<file path="src/vafc_pkg.sv">
// vertex attribute fetch/convert: shared types and constants
// no dependencies; used by the top level and the testbench
package vafc_pkg;

  // element format codes
  localparam logic [2:0] FMT_INT8    = 3'd0;
  localparam logic [2:0] FMT_UINT8   = 3'd1;
  localparam logic [2:0] FMT_INT16   = 3'd2;
  localparam logic [2:0] FMT_UINT16  = 3'd3;
  localparam logic [2:0] FMT_INT32   = 3'd4;
  localparam logic [2:0] FMT_UINT32  = 3'd5;
  localparam logic [2:0] FMT_FLOAT32 = 3'd6;

  // register indexes (byte address / 4)
  localparam logic [2:0] REG_START_OFFSET = 3'd0;
  localparam logic [2:0] REG_STRIDE       = 3'd1;
  localparam logic [2:0] REG_COMPONENTS   = 3'd2;
  localparam logic [2:0] REG_FORMAT       = 3'd3;
  localparam logic [2:0] REG_NORMALIZE    = 3'd4;
  localparam logic [2:0] REG_TOTAL        = 3'd5;

  localparam int unsigned CFG_ADDR_W = 5;

  // constant results
  localparam logic [31:0] FP_POS_ONE = 32'h3F80_0000;

  // how the final stage builds the value
  typedef enum logic [2:0] {
    K_ZERO,
    K_PASS,
    K_ONE,
    K_INT,
    K_NORM
  } kind_t;

endpackage

</file>
<file path="src/vafc_in_if.sv">
// vertex input channel: valid/ready plus vertex number and attribute bytes
// no dependencies
interface vafc_in_if #(
  parameter int unsigned VERTEX_INDEX_BITS = 24
);
  logic                         valid;
  logic                         ready;
  logic [VERTEX_INDEX_BITS-1:0] vertex_number;
  logic [63:0]                  raw_bytes_low;
  logic [63:0]                  raw_bytes_high;

  modport source (output valid, vertex_number, raw_bytes_low, raw_bytes_high, input ready);
  modport sink   (input valid, vertex_number, raw_bytes_low, raw_bytes_high, output ready);
endinterface

</file>
<file path="src/vafc_out_if.sv">
// component result channel: valid/ready plus converted value and location
// no dependencies
interface vafc_out_if;
  logic        valid;
  logic        ready;
  logic [31:0] value_bits;
  logic [25:0] element_index;
  logic [31:0] source_address;
  logic        last_component;

  modport source (output valid, value_bits, element_index, source_address, last_component,
                  input ready);
  modport sink   (input valid, value_bits, element_index, source_address, last_component,
                  output ready);
endinterface

</file>
<file path="src/vertex_attribute_fetch_convert_unit.sv">
// vertex attribute fetch and float conversion, top level
// depends on vafc_pkg, vafc_in_if, vafc_out_if
//
// Usage:
//  in_ch carries one vertex per transfer: its number and sixteen attribute
//  bytes, little-endian. out_ch carries one converted component per transfer
//  (IEEE single value, element index, byte address, last flag), up to
//  MAX_COMPONENTS per vertex, in component order.
//  The APB-style cfg_ port holds the six registers at byte address 4*i;
//  write them only while the block is idle. cfg_pready is always high.
//  A vertex in the vertex register passes the issue, classify and round
//  stages before its first component shows on out_ch. Components leave at
//  one per cycle while out_ch does not stall; the component issue counter
//  steps through the 1 to MAX_COMPONENTS components of a vertex, and the next
//  vertex is accepted as its last component issues. A skipped vertex (first
//  element index at or past element_total) leaves and gives nothing.
//  Reset empties all stages and loads the register reset values.
//  When out_ch stalls, the stages fill up and hold; in_ch.ready drops once
//  the vertex register cannot drain.
module vertex_attribute_fetch_convert_unit #(
  parameter int unsigned MAX_COMPONENTS    = 4,
  parameter int unsigned VERTEX_INDEX_BITS = 24
) (
  input  logic                                  clk,
  input  logic                                  rst_n,
  vafc_in_if.sink                               in_ch,
  vafc_out_if.source                            out_ch,
  input  logic                                  cfg_psel,
  input  logic                                  cfg_penable,
  input  logic                                  cfg_pwrite,
  input  logic [vafc_pkg::CFG_ADDR_W-1:0]       cfg_paddr,
  input  logic [31:0]                           cfg_pwdata,
  output logic [31:0]                           cfg_prdata,
  output logic                                  cfg_pready
);
  import vafc_pkg::*;

  localparam int unsigned VB = VERTEX_INDEX_BITS;
  localparam int unsigned CW = (MAX_COMPONENTS > 1) ? $clog2(MAX_COMPONENTS) : 1;
  localparam int unsigned FW = (VB + 3 > 26) ? VB + 3 : 26;
  localparam int unsigned PW = VB + 12;

  // configuration registers
  logic [31:0] start_offset_r;
  logic [11:0] stride_r;
  logic [2:0]  comps_r;
  logic [2:0]  format_r;
  logic        normalize_r;
  logic [24:0] total_r;
  logic        cfg_wr;
  logic [2:0]  cfg_idx;

  assign cfg_pready = 1'b1;
  assign cfg_wr     = cfg_psel && cfg_penable && cfg_pwrite;
  assign cfg_idx    = cfg_paddr[4:2];

  always_ff @(posedge clk) begin
    if (!rst_n) begin
      start_offset_r <= '0;
      stride_r       <= 12'd16;
      comps_r        <= 3'd4;
      format_r       <= FMT_FLOAT32;
      normalize_r    <= 1'b0;
      total_r        <= '0;
    end else if (cfg_wr) begin
      case (cfg_idx)
        REG_START_OFFSET: start_offset_r <= cfg_pwdata;
        REG_STRIDE:       stride_r       <= cfg_pwdata[11:0];
        REG_COMPONENTS:   comps_r        <= cfg_pwdata[2:0];
        REG_FORMAT:       format_r       <= cfg_pwdata[2:0];
        REG_NORMALIZE:    normalize_r    <= cfg_pwdata[0];
        REG_TOTAL:        total_r        <= cfg_pwdata[24:0];
        default: ;
      endcase
    end
  end

  // register read back
  always_comb begin
    case (cfg_idx)
      REG_START_OFFSET: cfg_prdata = start_offset_r;
      REG_STRIDE:       cfg_prdata = {20'd0, stride_r};
      REG_COMPONENTS:   cfg_prdata = {29'd0, comps_r};
      REG_FORMAT:       cfg_prdata = {29'd0, format_r};
      REG_NORMALIZE:    cfg_prdata = {31'd0, normalize_r};
      REG_TOTAL:        cfg_prdata = {7'd0, total_r};
      default:          cfg_prdata = '0;
    endcase
  end

  // pipeline handshake
  logic s1_v_r, s2_v_r, out_v_r;
  logic adv1, adv2, adv3;
  assign adv3 = !out_v_r || out_ch.ready;
  assign adv2 = !s2_v_r || adv3;
  assign adv1 = !s1_v_r || adv2;

  // vertex register
  logic          ir_v_r;
  logic [VB-1:0] vertex_r;
  logic [127:0]  bytes_r;
  logic [CW-1:0] c_r;
  logic          in_xfer;

  // issue stage signals
  logic [2:0]    comps_eff;
  logic [1:0]    size_log;
  logic [FW-1:0] first_idx;
  logic          skip;
  logic          issue;
  logic          issue_last;
  logic          ir_done;
  logic [3:0]    pos;
  logic [PW-1:0] stride_prod;
  logic [31:0]   base_addr;
  logic [127:0]  shifted;
  logic [31:0]   raw_sel;

  always_comb begin
    if (comps_r == 3'd0) begin
      comps_eff = 3'd1;
    end else if (comps_r > 3'(MAX_COMPONENTS)) begin
      comps_eff = 3'(MAX_COMPONENTS);
    end else begin
      comps_eff = comps_r;
    end
    case (format_r)
      FMT_INT8, FMT_UINT8:   size_log = 2'd0;
      FMT_INT16, FMT_UINT16: size_log = 2'd1;
      default:               size_log = 2'd2;
    endcase
  end

  assign first_idx   = FW'(vertex_r) * FW'(comps_eff);
  assign skip        = first_idx >= FW'(total_r);
  assign issue_last  = c_r == CW'(comps_eff - 3'd1);
  assign issue       = ir_v_r && !skip && adv1;
  assign ir_done     = ir_v_r && (skip || (issue && issue_last));
  assign in_ch.ready = !ir_v_r || ir_done;
  assign in_xfer     = in_ch.valid && in_ch.ready;

  assign pos         = 4'(c_r) << size_log;
  assign stride_prod = PW'(vertex_r) * PW'(stride_r);
  assign base_addr   = start_offset_r + 32'(stride_prod);
  assign shifted     = bytes_r >> {pos, 3'd0};

  // byte gather masked to the element size
  always_comb begin
    case (size_log)
      2'd0:    raw_sel = {24'd0, shifted[7:0]};
      2'd1:    raw_sel = {16'd0, shifted[15:0]};
      default: raw_sel = shifted[31:0];
    endcase
  end

  always_ff @(posedge clk) begin
    if (!rst_n) begin
      ir_v_r <= 1'b0;
      c_r    <= '0;
    end else if (in_xfer) begin
      ir_v_r <= 1'b1;
      c_r    <= '0;
    end else begin
      if (ir_done) begin
        ir_v_r <= 1'b0;
      end
      if (issue) begin
        c_r <= c_r + 1'b1;
      end
    end
  end

  always_ff @(posedge clk) begin
    if (in_xfer) begin
      vertex_r <= in_ch.vertex_number;
      bytes_r  <= {in_ch.raw_bytes_high, in_ch.raw_bytes_low};
    end
  end

  // stage 1: one component's raw bits and location
  logic [31:0] s1_raw_r;
  logic [2:0]  s1_fmt_r;
  logic        s1_norm_r;
  logic [25:0] s1_idx_r;
  logic [31:0] s1_addr_r;
  logic        s1_last_r;

  always_ff @(posedge clk) begin
    if (!rst_n) begin
      s1_v_r <= 1'b0;
    end else if (adv1) begin
      s1_v_r <= issue;
    end
  end

  always_ff @(posedge clk) begin
    if (adv1) begin
      s1_raw_r  <= raw_sel;
      s1_fmt_r  <= format_r;
      s1_norm_r <= normalize_r;
      s1_idx_r  <= 26'(first_idx + FW'(c_r));
      s1_addr_r <= base_addr + 32'(pos);
      s1_last_r <= issue_last;
    end
  end

  // stage 2: sign, magnitude, leading zero count, result kind
  logic [31:0] sx;
  logic        sgn;
  logic [31:0] mag;
  logic [16:0] nrm_div;
  logic [5:0]  lz;
  kind_t       kind_nxt;
  logic        sgn_nxt;

  always_comb begin
    sx      = s1_raw_r;
    sgn     = 1'b0;
    nrm_div = 17'd0;
    case (s1_fmt_r)
      FMT_INT8: begin
        sx      = {{24{s1_raw_r[7]}}, s1_raw_r[7:0]};
        sgn     = s1_raw_r[7];
        nrm_div = 17'd127;
      end
      FMT_UINT8:  nrm_div = 17'd255;
      FMT_INT16: begin
        sx      = {{16{s1_raw_r[15]}}, s1_raw_r[15:0]};
        sgn     = s1_raw_r[15];
        nrm_div = 17'd32767;
      end
      FMT_UINT16: nrm_div = 17'd65535;
      FMT_INT32:  sgn     = s1_raw_r[31];
      default: ;
    endcase
    mag = sgn ? (~sx + 32'd1) : sx;
  end

  always_comb begin
    lz = 6'd32;
    for (int i = 0; i < 32; i++) begin
      if (mag[i]) begin
        lz = 6'(31 - i);
      end
    end
  end

  always_comb begin
    sgn_nxt = sgn;
    if (s1_fmt_r == FMT_FLOAT32) begin
      kind_nxt = K_PASS;
      sgn_nxt  = 1'b0;
    end else if (s1_fmt_r > FMT_FLOAT32 || mag == 32'd0) begin
      kind_nxt = K_ZERO;
      sgn_nxt  = 1'b0;
    end else if (s1_norm_r && nrm_div != 17'd0) begin
      // at or past the divisor: exactly one, or clamped at minus one
      kind_nxt = (mag >= 32'(nrm_div)) ? K_ONE : K_NORM;
    end else begin
      kind_nxt = K_INT;
    end
  end

  kind_t       s2_kind_r;
  logic        s2_sgn_r;
  logic [31:0] s2_mag_r;
  logic [4:0]  s2_lz_r;
  logic [2:0]  s2_fmt_r;
  logic [25:0] s2_idx_r;
  logic [31:0] s2_addr_r;
  logic        s2_last_r;

  always_ff @(posedge clk) begin
    if (!rst_n) begin
      s2_v_r <= 1'b0;
    end else if (adv2) begin
      s2_v_r <= s1_v_r;
    end
  end

  always_ff @(posedge clk) begin
    if (adv2) begin
      s2_kind_r <= kind_nxt;
      s2_sgn_r  <= sgn_nxt;
      s2_mag_r  <= mag;
      s2_lz_r   <= lz[4:0];
      s2_fmt_r  <= s1_fmt_r;
      s2_idx_r  <= s1_idx_r;
      s2_addr_r <= s1_addr_r;
      s2_last_r <= s1_last_r;
    end
  end

  // stage 3: normalize and round to nearest even
  logic [31:0] int_sh;
  logic [24:0] int_m;
  logic        int_up;
  logic [7:0]  int_exp;
  logic [4:0]  nbits;
  logic [47:0] rep;
  logic [4:0]  j0;
  logic [47:0] rep_sh;
  logic [24:0] nrm_m;
  logic [7:0]  nrm_exp;
  logic [31:0] value_nxt;

  always_comb begin
    int_sh  = s2_mag_r << s2_lz_r;
    int_up  = int_sh[7] && ((|int_sh[6:0]) || int_sh[8]);
    int_m   = {1'b0, int_sh[31:8]} + 25'(int_up);
    int_exp = 8'(9'd158 - 9'(s2_lz_r) + 9'(int_m[24]));
  end

  // v / (2^n - 1) is the n-bit pattern of v repeated without end;
  // the tail never terminates, so the round bit alone decides
  always_comb begin
    case (s2_fmt_r)
      FMT_INT8: begin
        nbits = 5'd7;
        rep   = {{6{s2_mag_r[6:0]}}, s2_mag_r[6:1]};
      end
      FMT_UINT8: begin
        nbits = 5'd8;
        rep   = {6{s2_mag_r[7:0]}};
      end
      FMT_INT16: begin
        nbits = 5'd15;
        rep   = {{3{s2_mag_r[14:0]}}, s2_mag_r[14:12]};
      end
      default: begin
        nbits = 5'd16;
        rep   = {3{s2_mag_r[15:0]}};
      end
    endcase
    j0      = 5'(6'(s2_lz_r) + 6'(nbits) - 6'd32);
    rep_sh  = rep << j0;
    nrm_m   = {1'b0, rep_sh[47:24]} + 25'(rep_sh[23]);
    nrm_exp = 8'(9'd158 - 9'(s2_lz_r) - 9'(nbits) + 9'(nrm_m[24]));
  end

  always_comb begin
    case (s2_kind_r)
      K_PASS:  value_nxt = s2_mag_r;
      K_ONE:   value_nxt = {s2_sgn_r, FP_POS_ONE[30:0]};
      K_INT:   value_nxt = {s2_sgn_r, int_exp,
                            int_m[24] ? int_m[23:1] : int_m[22:0]};
      K_NORM:  value_nxt = {s2_sgn_r, nrm_exp,
                            nrm_m[24] ? nrm_m[23:1] : nrm_m[22:0]};
      default: value_nxt = '0;
    endcase
  end

  logic [31:0] out_value_r;
  logic [25:0] out_idx_r;
  logic [31:0] out_addr_r;
  logic        out_last_r;

  always_ff @(posedge clk) begin
    if (!rst_n) begin
      out_v_r <= 1'b0;
    end else if (adv3) begin
      out_v_r <= s2_v_r;
    end
  end

  always_ff @(posedge clk) begin
    if (adv3) begin
      out_value_r <= value_nxt;
      out_idx_r   <= s2_idx_r;
      out_addr_r  <= s2_addr_r;
      out_last_r  <= s2_last_r;
    end
  end

  assign out_ch.valid          = out_v_r;
  assign out_ch.value_bits     = out_value_r;
  assign out_ch.element_index  = out_idx_r;
  assign out_ch.source_address = out_addr_r;
  assign out_ch.last_component = out_last_r;

  // component counter steps once per issued non-final component
  a_count_step: assert property (@(posedge clk) disable iff (!rst_n)
    (issue && !issue_last && !in_xfer) |=> (ir_v_r && c_r == $past(c_r) + 1'b1))
    else $error("component counter did not advance");

  // a new vertex always starts at component zero
  a_count_start: assert property (@(posedge clk) disable iff (!rst_n)
    in_xfer |=> (ir_v_r && c_r == '0))
    else $error("vertex started at nonzero component");

  // reset empties every stage
  a_reset_empty: assert property (@(posedge clk)
    $past(!rst_n) |-> (!ir_v_r && !s1_v_r && !s2_v_r && !out_v_r))
    else $error("stage valid after reset");

endmodule

</file>
<file path="src/flat_wrapper.sv">
// flat-port wrapper written by rule: the top's interface ports become plain ports
module vertex_attribute_fetch_convert_unit_flat import vafc_pkg::*;
#(
  parameter int unsigned MAX_COMPONENTS    = 4,
  parameter int unsigned VERTEX_INDEX_BITS = 24
)
  (clk, rst_n, cfg_psel, cfg_penable, cfg_pwrite, cfg_paddr, cfg_pwdata, cfg_prdata, cfg_pready, in_ch_valid, in_ch_vertex_number, in_ch_raw_bytes_low, in_ch_raw_bytes_high, in_ch_ready, out_ch_valid, out_ch_value_bits, out_ch_element_index, out_ch_source_address, out_ch_last_component, out_ch_ready);
  vafc_in_if #(.VERTEX_INDEX_BITS(VERTEX_INDEX_BITS)) in_ch_i ();
  vafc_out_if out_ch_i ();
  input  logic clk;
  input  logic rst_n;
  input  logic cfg_psel;
  input  logic cfg_penable;
  input  logic cfg_pwrite;
  input  logic [vafc_pkg::CFG_ADDR_W-1:0] cfg_paddr;
  input  logic [31:0] cfg_pwdata;
  output logic [31:0] cfg_prdata;
  output logic cfg_pready;
  input wire logic [$bits(in_ch_i.valid)-1:0] in_ch_valid;
  input wire logic [$bits(in_ch_i.vertex_number)-1:0] in_ch_vertex_number;
  input wire logic [$bits(in_ch_i.raw_bytes_low)-1:0] in_ch_raw_bytes_low;
  input wire logic [$bits(in_ch_i.raw_bytes_high)-1:0] in_ch_raw_bytes_high;
  output wire logic [$bits(in_ch_i.ready)-1:0] in_ch_ready;
  output wire logic [$bits(out_ch_i.valid)-1:0] out_ch_valid;
  output wire logic [$bits(out_ch_i.value_bits)-1:0] out_ch_value_bits;
  output wire logic [$bits(out_ch_i.element_index)-1:0] out_ch_element_index;
  output wire logic [$bits(out_ch_i.source_address)-1:0] out_ch_source_address;
  output wire logic [$bits(out_ch_i.last_component)-1:0] out_ch_last_component;
  input wire logic [$bits(out_ch_i.ready)-1:0] out_ch_ready;
  assign in_ch_i.valid = in_ch_valid;
  assign in_ch_i.vertex_number = in_ch_vertex_number;
  assign in_ch_i.raw_bytes_low = in_ch_raw_bytes_low;
  assign in_ch_i.raw_bytes_high = in_ch_raw_bytes_high;
  assign in_ch_ready = in_ch_i.ready;
  assign out_ch_valid = out_ch_i.valid;
  assign out_ch_value_bits = out_ch_i.value_bits;
  assign out_ch_element_index = out_ch_i.element_index;
  assign out_ch_source_address = out_ch_i.source_address;
  assign out_ch_last_component = out_ch_i.last_component;
  assign out_ch_i.ready = out_ch_ready;
  vertex_attribute_fetch_convert_unit #(.MAX_COMPONENTS(MAX_COMPONENTS), .VERTEX_INDEX_BITS(VERTEX_INDEX_BITS)) u_core (.clk(clk), .rst_n(rst_n), .in_ch(in_ch_i), .out_ch(out_ch_i), .cfg_psel(cfg_psel), .cfg_penable(cfg_penable), .cfg_pwrite(cfg_pwrite), .cfg_paddr(cfg_paddr), .cfg_pwdata(cfg_pwdata), .cfg_prdata(cfg_prdata), .cfg_pready(cfg_pready));
endmodule
</file>
<file path="config.mk">
export PLATFORM = sky130hd
export DESIGN_NAME = vertex_attribute_fetch_convert_unit_flat
export DESIGN_NICKNAME = d
export VERILOG_FILES = /design/src/vafc_pkg.sv /design/src/vafc_in_if.sv /design/src/vafc_out_if.sv /design/src/vertex_attribute_fetch_convert_unit.sv /design/src/flat_wrapper.sv
export SDC_FILE = /design/constraint.sdc
export NUM_CORES = 2
export LEC_CHECK = 0
export ABC_AREA = 1
export BUFFER_PORTS_ARGS = -buffer_cell sky130_fd_sc_hd__buf_2
export CORE_UTILIZATION = 55
export CTS_CLUSTER_DIAMETER = 30
export DETAILED_ROUTE_END_ITERATION = 10
export MAX_ROUTING_LAYER = met4
export PLACE_DENSITY = 0.72
export SLEW_MARGIN = 20
export SYNTH_ARGS = -nofsm -noshare
export SYNTH_HDL_FRONTEND = slang
export SYNTH_SLANG_ARGS = --single-unit
</file>
<file path="constraint.sdc">
create_clock -name clk -period 27 [get_ports clk]
set_clock_uncertainty 0.1 [all_clocks]
set_input_delay 1.35 -clock clk [delete_from_list [all_inputs] [get_ports clk]]
set_output_delay 1.35 -clock clk [all_outputs]
set_load 0.01 [all_outputs]
</file>
After elaboration in Yosys (flattened, before gate mapping)
Index checks and enable logic that the tools add are counted.
- equal/unequal tests: 21
- mux-type cells: 50
- $lt $le $gt $ge: 4
- shifts and indexed selects: 4
- bitwise gates (word level): 3
- $add $sub $neg: 14
- reduce and logical (&&, ||, !) cells: 46
- $mul: 2
- operators with widths (cell ; number):
    $pmux 32 s6 ; 1
    $pmux 48 s3 ; 1
    $pmux 32 s2 ; 2
    $pmux 32 s4 ; 1
    $shr 128x7->32 ; 1
    $mux 5 ; 16
    $pmux 16 s4 ; 1
    $add 24x1->25 ; 2
    $shl 48x5->48 ; 1
    $mux 23 ; 2
    $add 32x1->32 const B ; 1
    $add 32x32->32 ; 1
    $add 32x4->32 ; 1
    $ge 32x16->1 ; 1
    $logic_not 32->1 ; 1
    $mul 24x12->32 ; 1
    $mux 32 ; 1
    $mux 4 ; 8
    $not 32->32 ; 1
    $shl 32x5->32 ; 1
    $eq 3x2->1 const B ; 9
    $ge 27x25->1 ; 1
    $mul 24x3->27 ; 1
    $add 26x2->26 ; 1
    other kinds (34) ; 87
- logic and storage cells: 181
- bits of input ports: 196
- output and inout bits: 126
- register bits: 523

Depth between registers and ports, before layout
- word-level depth: 36
- gate-level depth with buffers: 44
- mapped depth without buffers: 42

Worst setup path after synthesis
Ideal clock, no wire load.
- kind: input-to-reg
- from: in out_ch_ready
- to: reg u_core.bytes_r[0], enable pin
- required time: 26395 ps
- setup slack: 15301 ps
- library setup time: 505 ps
- stages: 9
- data arrival time: 11095 ps
- path buffers: 0
- cells stage by stage: inv_1 nand2_1 nor2_1 inv_1 nor2_1 inv_1 a21o_1 nand2_1 inv_1
- word-level cells in the longest chain between the ends: 9
- ends and longest elaborated chain (element ; RTL line ; RTL):
    start: declaration ; flat_wrapper.sv:29 ; input wire logic [$bits(out_ch_i.ready)-1:0] out_ch_ready;
    $logic_or 1x1->1 ; vertex_attribute_fetch_convert_unit.sv:94 ; assign adv3 = !out_v_r || out_ch.ready;
    via u_core.adv3 ; vertex_attribute_fetch_convert_unit.sv:93 ; logic adv1, adv2, adv3;
    $logic_or 1x1->1 ; vertex_attribute_fetch_convert_unit.sv:95 ; assign adv2 = !s2_v_r || adv3;
    via u_core.adv2 ; vertex_attribute_fetch_convert_unit.sv:93 ;
    $logic_or 1x1->1 ; vertex_attribute_fetch_convert_unit.sv:96 ; assign adv1 = !s1_v_r || adv2;
    $logic_and 1x1->1 ; vertex_attribute_fetch_convert_unit.sv:137 ; assign issue = ir_v_r && !skip && adv1;
    $logic_and 1x1->1 ; vertex_attribute_fetch_convert_unit.sv:138 ; assign ir_done = ir_v_r && (skip || (issue && issue_last));
    $logic_or 1x1->1 ; vertex_attribute_fetch_convert_unit.sv:138 ;
    $logic_and 1x1->1 ; vertex_attribute_fetch_convert_unit.sv:138 ;
    $logic_or 1x1->1 ; vertex_attribute_fetch_convert_unit.sv:139 ; assign in_ch.ready = !ir_v_r || ir_done;
    via in_ch_ready ; flat_wrapper.sv:23 ; output wire logic [$bits(in_ch_i.ready)-1:0] in_ch_ready;
    $logic_and 1x1->1 ; vertex_attribute_fetch_convert_unit.sv:140 ; assign in_xfer = in_ch.valid && in_ch.ready;
    via u_core.in_xfer ; vertex_attribute_fetch_convert_unit.sv:103 ; logic in_xfer;
    end signal: assignment ; vertex_attribute_fetch_convert_unit.sv:176 ; bytes_r <= {in_ch.raw_bytes_high, in_ch.raw_bytes_low};
    end: declaration ; vertex_attribute_fetch_convert_unit.sv:101 ; logic [127:0] bytes_r;
The timed path passes the listed nets, and every way through them passes these cells.
A chain may end at the register's enable or synchronous reset.

Worst setup path after layout
- from: reg u_core.comps_r[2]
- to: out in_ch_ready
- word-level cells in the longest chain between the ends: 12
- elaborated cells on any way between the ends: 15
- classes of those cells: add/sub (1); mul (1); order compare (2); eq/ne (1); mux (2); reduce/logical (8)
- ends and longest elaborated chain (element ; RTL line ; RTL):
    start: declaration ; vertex_attribute_fetch_convert_unit.sv:46 ; logic [2:0] comps_r;
    start signal: assignment ; vertex_attribute_fetch_convert_unit.sv:69 ; REG_COMPONENTS: comps_r <= cfg_pwdata[2:0];
    $gt 3x3->1 ; vertex_attribute_fetch_convert_unit.sv:122 ; end else if (comps_r > 3'(MAX_COMPONENTS)) begin
    $mux 3 ; vertex_attribute_fetch_convert_unit.sv:122 ;
    $mux 3 (*) ; vertex_attribute_fetch_convert_unit.sv:120 ; if (comps_r == 3'd0) begin
    $mul 24x3->27 ; vertex_attribute_fetch_convert_unit.sv:134 ; assign first_idx = FW'(vertex_r) * FW'(comps_eff);
    $ge 27x25->1 ; vertex_attribute_fetch_convert_unit.sv:135 ; assign skip = first_idx >= FW'(total_r);
    $logic_not 1->1 ; vertex_attribute_fetch_convert_unit.sv:137 ;
    $logic_and 1x1->1 (2 in a row) ; vertex_attribute_fetch_convert_unit.sv:137 ;
    $logic_and 1x1->1 ; vertex_attribute_fetch_convert_unit.sv:138 ;
    $logic_or 1x1->1 (*) ; vertex_attribute_fetch_convert_unit.sv:138 ;
    $logic_and 1x1->1 (*) ; vertex_attribute_fetch_convert_unit.sv:138 ;
    $logic_or 1x1->1 (*) ; vertex_attribute_fetch_convert_unit.sv:139 ;
    end: declaration ; flat_wrapper.sv:23 ;
Every way passes the cells marked *; elsewhere a longest branch is shown, timed or not.

==> impl_results.md <==
* Critical path type: reg -> out
* Flop pwr share at 0.376
* Register area at 0.0149 mm^2
* Min cycle time layout at roughly 9.6 ns
* Launch point of the worst reg-to-reg path: u_core.comps_r[2]
* Max IR drop VDD at around 0.071 mV
* Layout Nets at about 5700
* Syn Inst Count at approximately 4800
* DRT Pass-1 Iters at 6
* # clock sinks at approximately 520
* GRT overflow at 0
* Most frequent cells after synthesis: nand2_1 (1205), inv_1 (705), edfxtp_1 (441), o21ai_0 (377), nor2_1 (317)
* Slew Viols, Final at 0
* Worst slew pin tran at ~1.2 ns
* Starting Density at 0.555
* First-pass GRT wire length at around 170000 um
* Proportion of layout cells with a drive suffix above 1 at 0.126
* Syn Area/Cell at 8.42 um^2
* CTS tree: done
* Ys async rst share at 0
* Vias per inst at 5.60
* R2R Path End: u_core.bytes_r[2]
* Finish-stage setup viols at 0
* Htree depth at 3
* Clock share of power at 0.441
* Core Area at about 0.073 mm^2
* Cell area after synthesis at 0.0404 mm^2
* Gr busiest metal: met2
* Synth top area cells: edfxtp_1 (33%), fa_1 (13%), nand2_1 (11%)
* Fin util at 0.631
* Top FF cell, synth: edfxtp_1
* GRT Resource Usage Total at 0.311
* CP max stage delay at between 0.7 and 0.8 ns
* HPWL Detailed at 84900 um
* Most frequent CP cell: inv_1
* Wirelength per Cell at roughly 18 um
* R2r worst-path depth at 31
* Reg-to-reg setup timing slack at approximately 18 ns
* Via count at approximately 34000
* Die W at ~270 um
* Fin crit share at 0.354
* NetSw at roughly 0.8 mW
* DRT Wirelength at ~110000 um
* 1st-iter DRT viols at approximately 3200
* Fin cells at between 6000 and 7000
* Status: finished, final reports clean
* Met1 Usage GRT at 0.437
* Hold_sp: u_core.s2_idx_r[9]
* GRT met3 Usage at 0.0599
* Tightest Hold Check Type: reg -> reg
* Req. time, crit path at about 26 ns
* Die area at ~0.075 mm^2
* Clk slew on worst S/H paths at roughly 0.05 ns
* EDFF count, synth at ~440
* Final ANT Viol Nets at 0
* Seq cells post-synth at 523
* Netlist cell types at between 60 and 70
* Slew headroom at 0.230
* Comb power frac at 0.184
* Share of the synthesized area in the top cell type at 0.328
* # hold bufs at CTS at 0
* Arrival time worst endpoint at 8.11 ns
* Yosys warning count at 0
* Switching share of total power at 0.297
* Worst Hold Path Cells at 0
* Sequential area share after synthesis at 0.368
* Area of the multi-input gates at 0.0219 mm^2
* Unrepaired setup endpoints after global routing: false
* Hold EP: u_core.out_ch.element_index[9]
* CP max FO at 29
* IO Pins at approximately 320
* Initial antenna violation count at 7
* CTS max path bufs at 3
* Most frequent cell after synthesis: nand2_1
* Nature of the critical path endpoint: output port
* Pint at 1.88 mW
* PostCTS Resize Cnt at 0
* Syn nets at around 5500
* Power Dens Cells at 58.4 mW/mm^2
* Post-CTS Setup Bufs at 0
* Rows at 99
* Routability-driven placement congestion ratio at roughly 0.99
* Largest net degree at the start of global routing at between 90 and 100
* # DRC at 0
* TNS Setup at 0 ns
* Cell chosen for the clock root: clkbuf_16
* Num CTS Buffers at 93
* Vias in the first global route at approximately 32000
* Fill cells at about 6300
* PortBufs at 318
* Met2 Use GR at 0.453
* Leakage power at between 20 and 25 nW
* Maxcap violations at 0
* Clock latency on the worst-skew pair at between 0.6 and 0.7 ns
* Final hold vios at 0
* CP Launch Type: flip-flop
* Crit path max-delay cell type: a2111oi_0
* Fmax achieved at approximately 100 MHz
* Die height at between 200 and 300 um
* # placed instances at slightly below 6000
* Area growth, synth to finish at 13.7%
* Yosys top cell by area: edfxtp_1
[kinds of logic (layout without fill, tap and decap cells)]
group / Yosys count / in the layout / synth area share
other: 1 / 6 / 0.0000928
AOI/OAI and AO/OA: 906 / 906 / 0.128
DFF: 523 / 523 / 0.368
buffers and inverters: 949 / 1264 / 0.0905
xor gates and xnor gates: 141 / 141 / 0.0307
and+or+nand+nor: 1785 / 1785 / 0.181
muxes: 36 / 36 / 0.00892
adders and majority gates: 458 / 458 / 0.192
[cells in the final DEF, fill, tap and decap left out, drive strengths merged, types with 79 or more instances in the layout]
| master | netlist | final |
|---|---|---|
| nand2 | 1219 | 1219 |
| edfxtp | 441 | 441 |
| a21oi | 206 | 206 |
| o211ai | 79 | 79 |
| nor2 | 335 | 335 |
| nand3 | 134 | 134 |
| ha | 186 | 186 |
| fa | 272 | 272 |
| o21ai | 476 | 476 |
| inv | 721 | 740 |
| buf | 44 | 368 |
| clkbuf | 183 | 104 |
| xor2 | 109 | 109 |
| dfxtp | 82 | 82 |
[per-layer routing]
| layer | vias up | wire length, um |
|---|---|---|
| met2 | 1507 | 48600 |
| met5 | - | 0 |
| li1 | 16156 | - |
| met1 | 16176 | 49600 |
| met4 | 0 | 3040 |
| met3 | 226 | 10600 |
[final cells by class]
| cell class | count | share of cell area |
|---|---|---|
| Multi-Input combinational cell | 3327 | 0.478 |
| Sequential cell | 523 | 0.324 |
| Inverter | 722 | 0.0593 |
| Clock buffer | 104 | 0.0520 |
| Timing Repair Buffer | 368 | 0.0428 |
| Tap cell | 959 | 0.0261 |
| Clock inverter | 70 | 0.0178 |
| Antenna cell | 5 | 0.000272 |
[state kept, by name, summed over array words and instances (netlist names), 32 cells and up]
| name | flops |
|---|---|
| u_core.s1_addr_r | 32 |
| u_core.s2_addr_r | 32 |
| u_core.s2_mag_r | 32 |
| u_core.out_ch.value_bits | 32 |
| u_core.bytes_r | 128 |
| u_core.start_offset_r | 32 |
| u_core.s1_raw_r | 32 |
| u_core.out_ch.source_address | 32 |
[power by group through the flow]
stage	combinational [mW]	clock, mW	sequential (mW)
floorplan	0.332	0	1.01
global placement	0.477	0	1.02
detailed placement	0.482	0	1.02
CTS	0.486	1.20	1.01
global route	0.551	1.23	1.01
finish	0.493	1.18	1.01
[through the flow]
| stage | instance area (um^2) | setup WS, ns | power, mW | hold slack [ns] |
|---|---|---|---|---|
| global route | 45900 | 17.16 | 2.80 | 0.318 |
| detailed placement | 42700 | 17.98 | 1.50 | 0.305 |
| finish | 45900 | 17.44 | 2.68 | 0.304 |
| global placement | 42700 | 18.07 | 1.49 | 0.301 |
| floorplan | 40400 | 15.30 | 1.34 | 0.300 |
| CTS | 45900 | 17.27 | 2.69 | 0.311 |
[worst max path at each step]
stage | from | endpoint | slack [ns] | cells past startpoint
final | u_core.comps_r[2] | in_ch_ready | 17.44 | 29
after global routing | u_core.comps_r[2] | in_ch_ready | 17.16 | 29
after CTS | u_core.comps_r[2] | in_ch_ready | 17.27 | 29
after detailed placement | u_core.comps_r[2] | in_ch_ready | 17.98 | 29
after global placement | u_core.comps_r[2] | in_ch_ready | 18.07 | 29
after floorplan | out_ch_ready | u_core.bytes_r[0] | 15.30 | 9
[worst max-delay path: cells and delay by family, from the launching register on]
family | cells | cell delay, ns
xor gates and xnor gates | 1 | 0.40
DFF | 1 | 0.66
buffers and inverters | 5 | 0.43
AOI/OAI and AO/OA | 12 | 3.46
and+or+nand+nor | 7 | 1.16
adders and majority gates | 4 | 1.33
(Power assumes the default switching activity.)
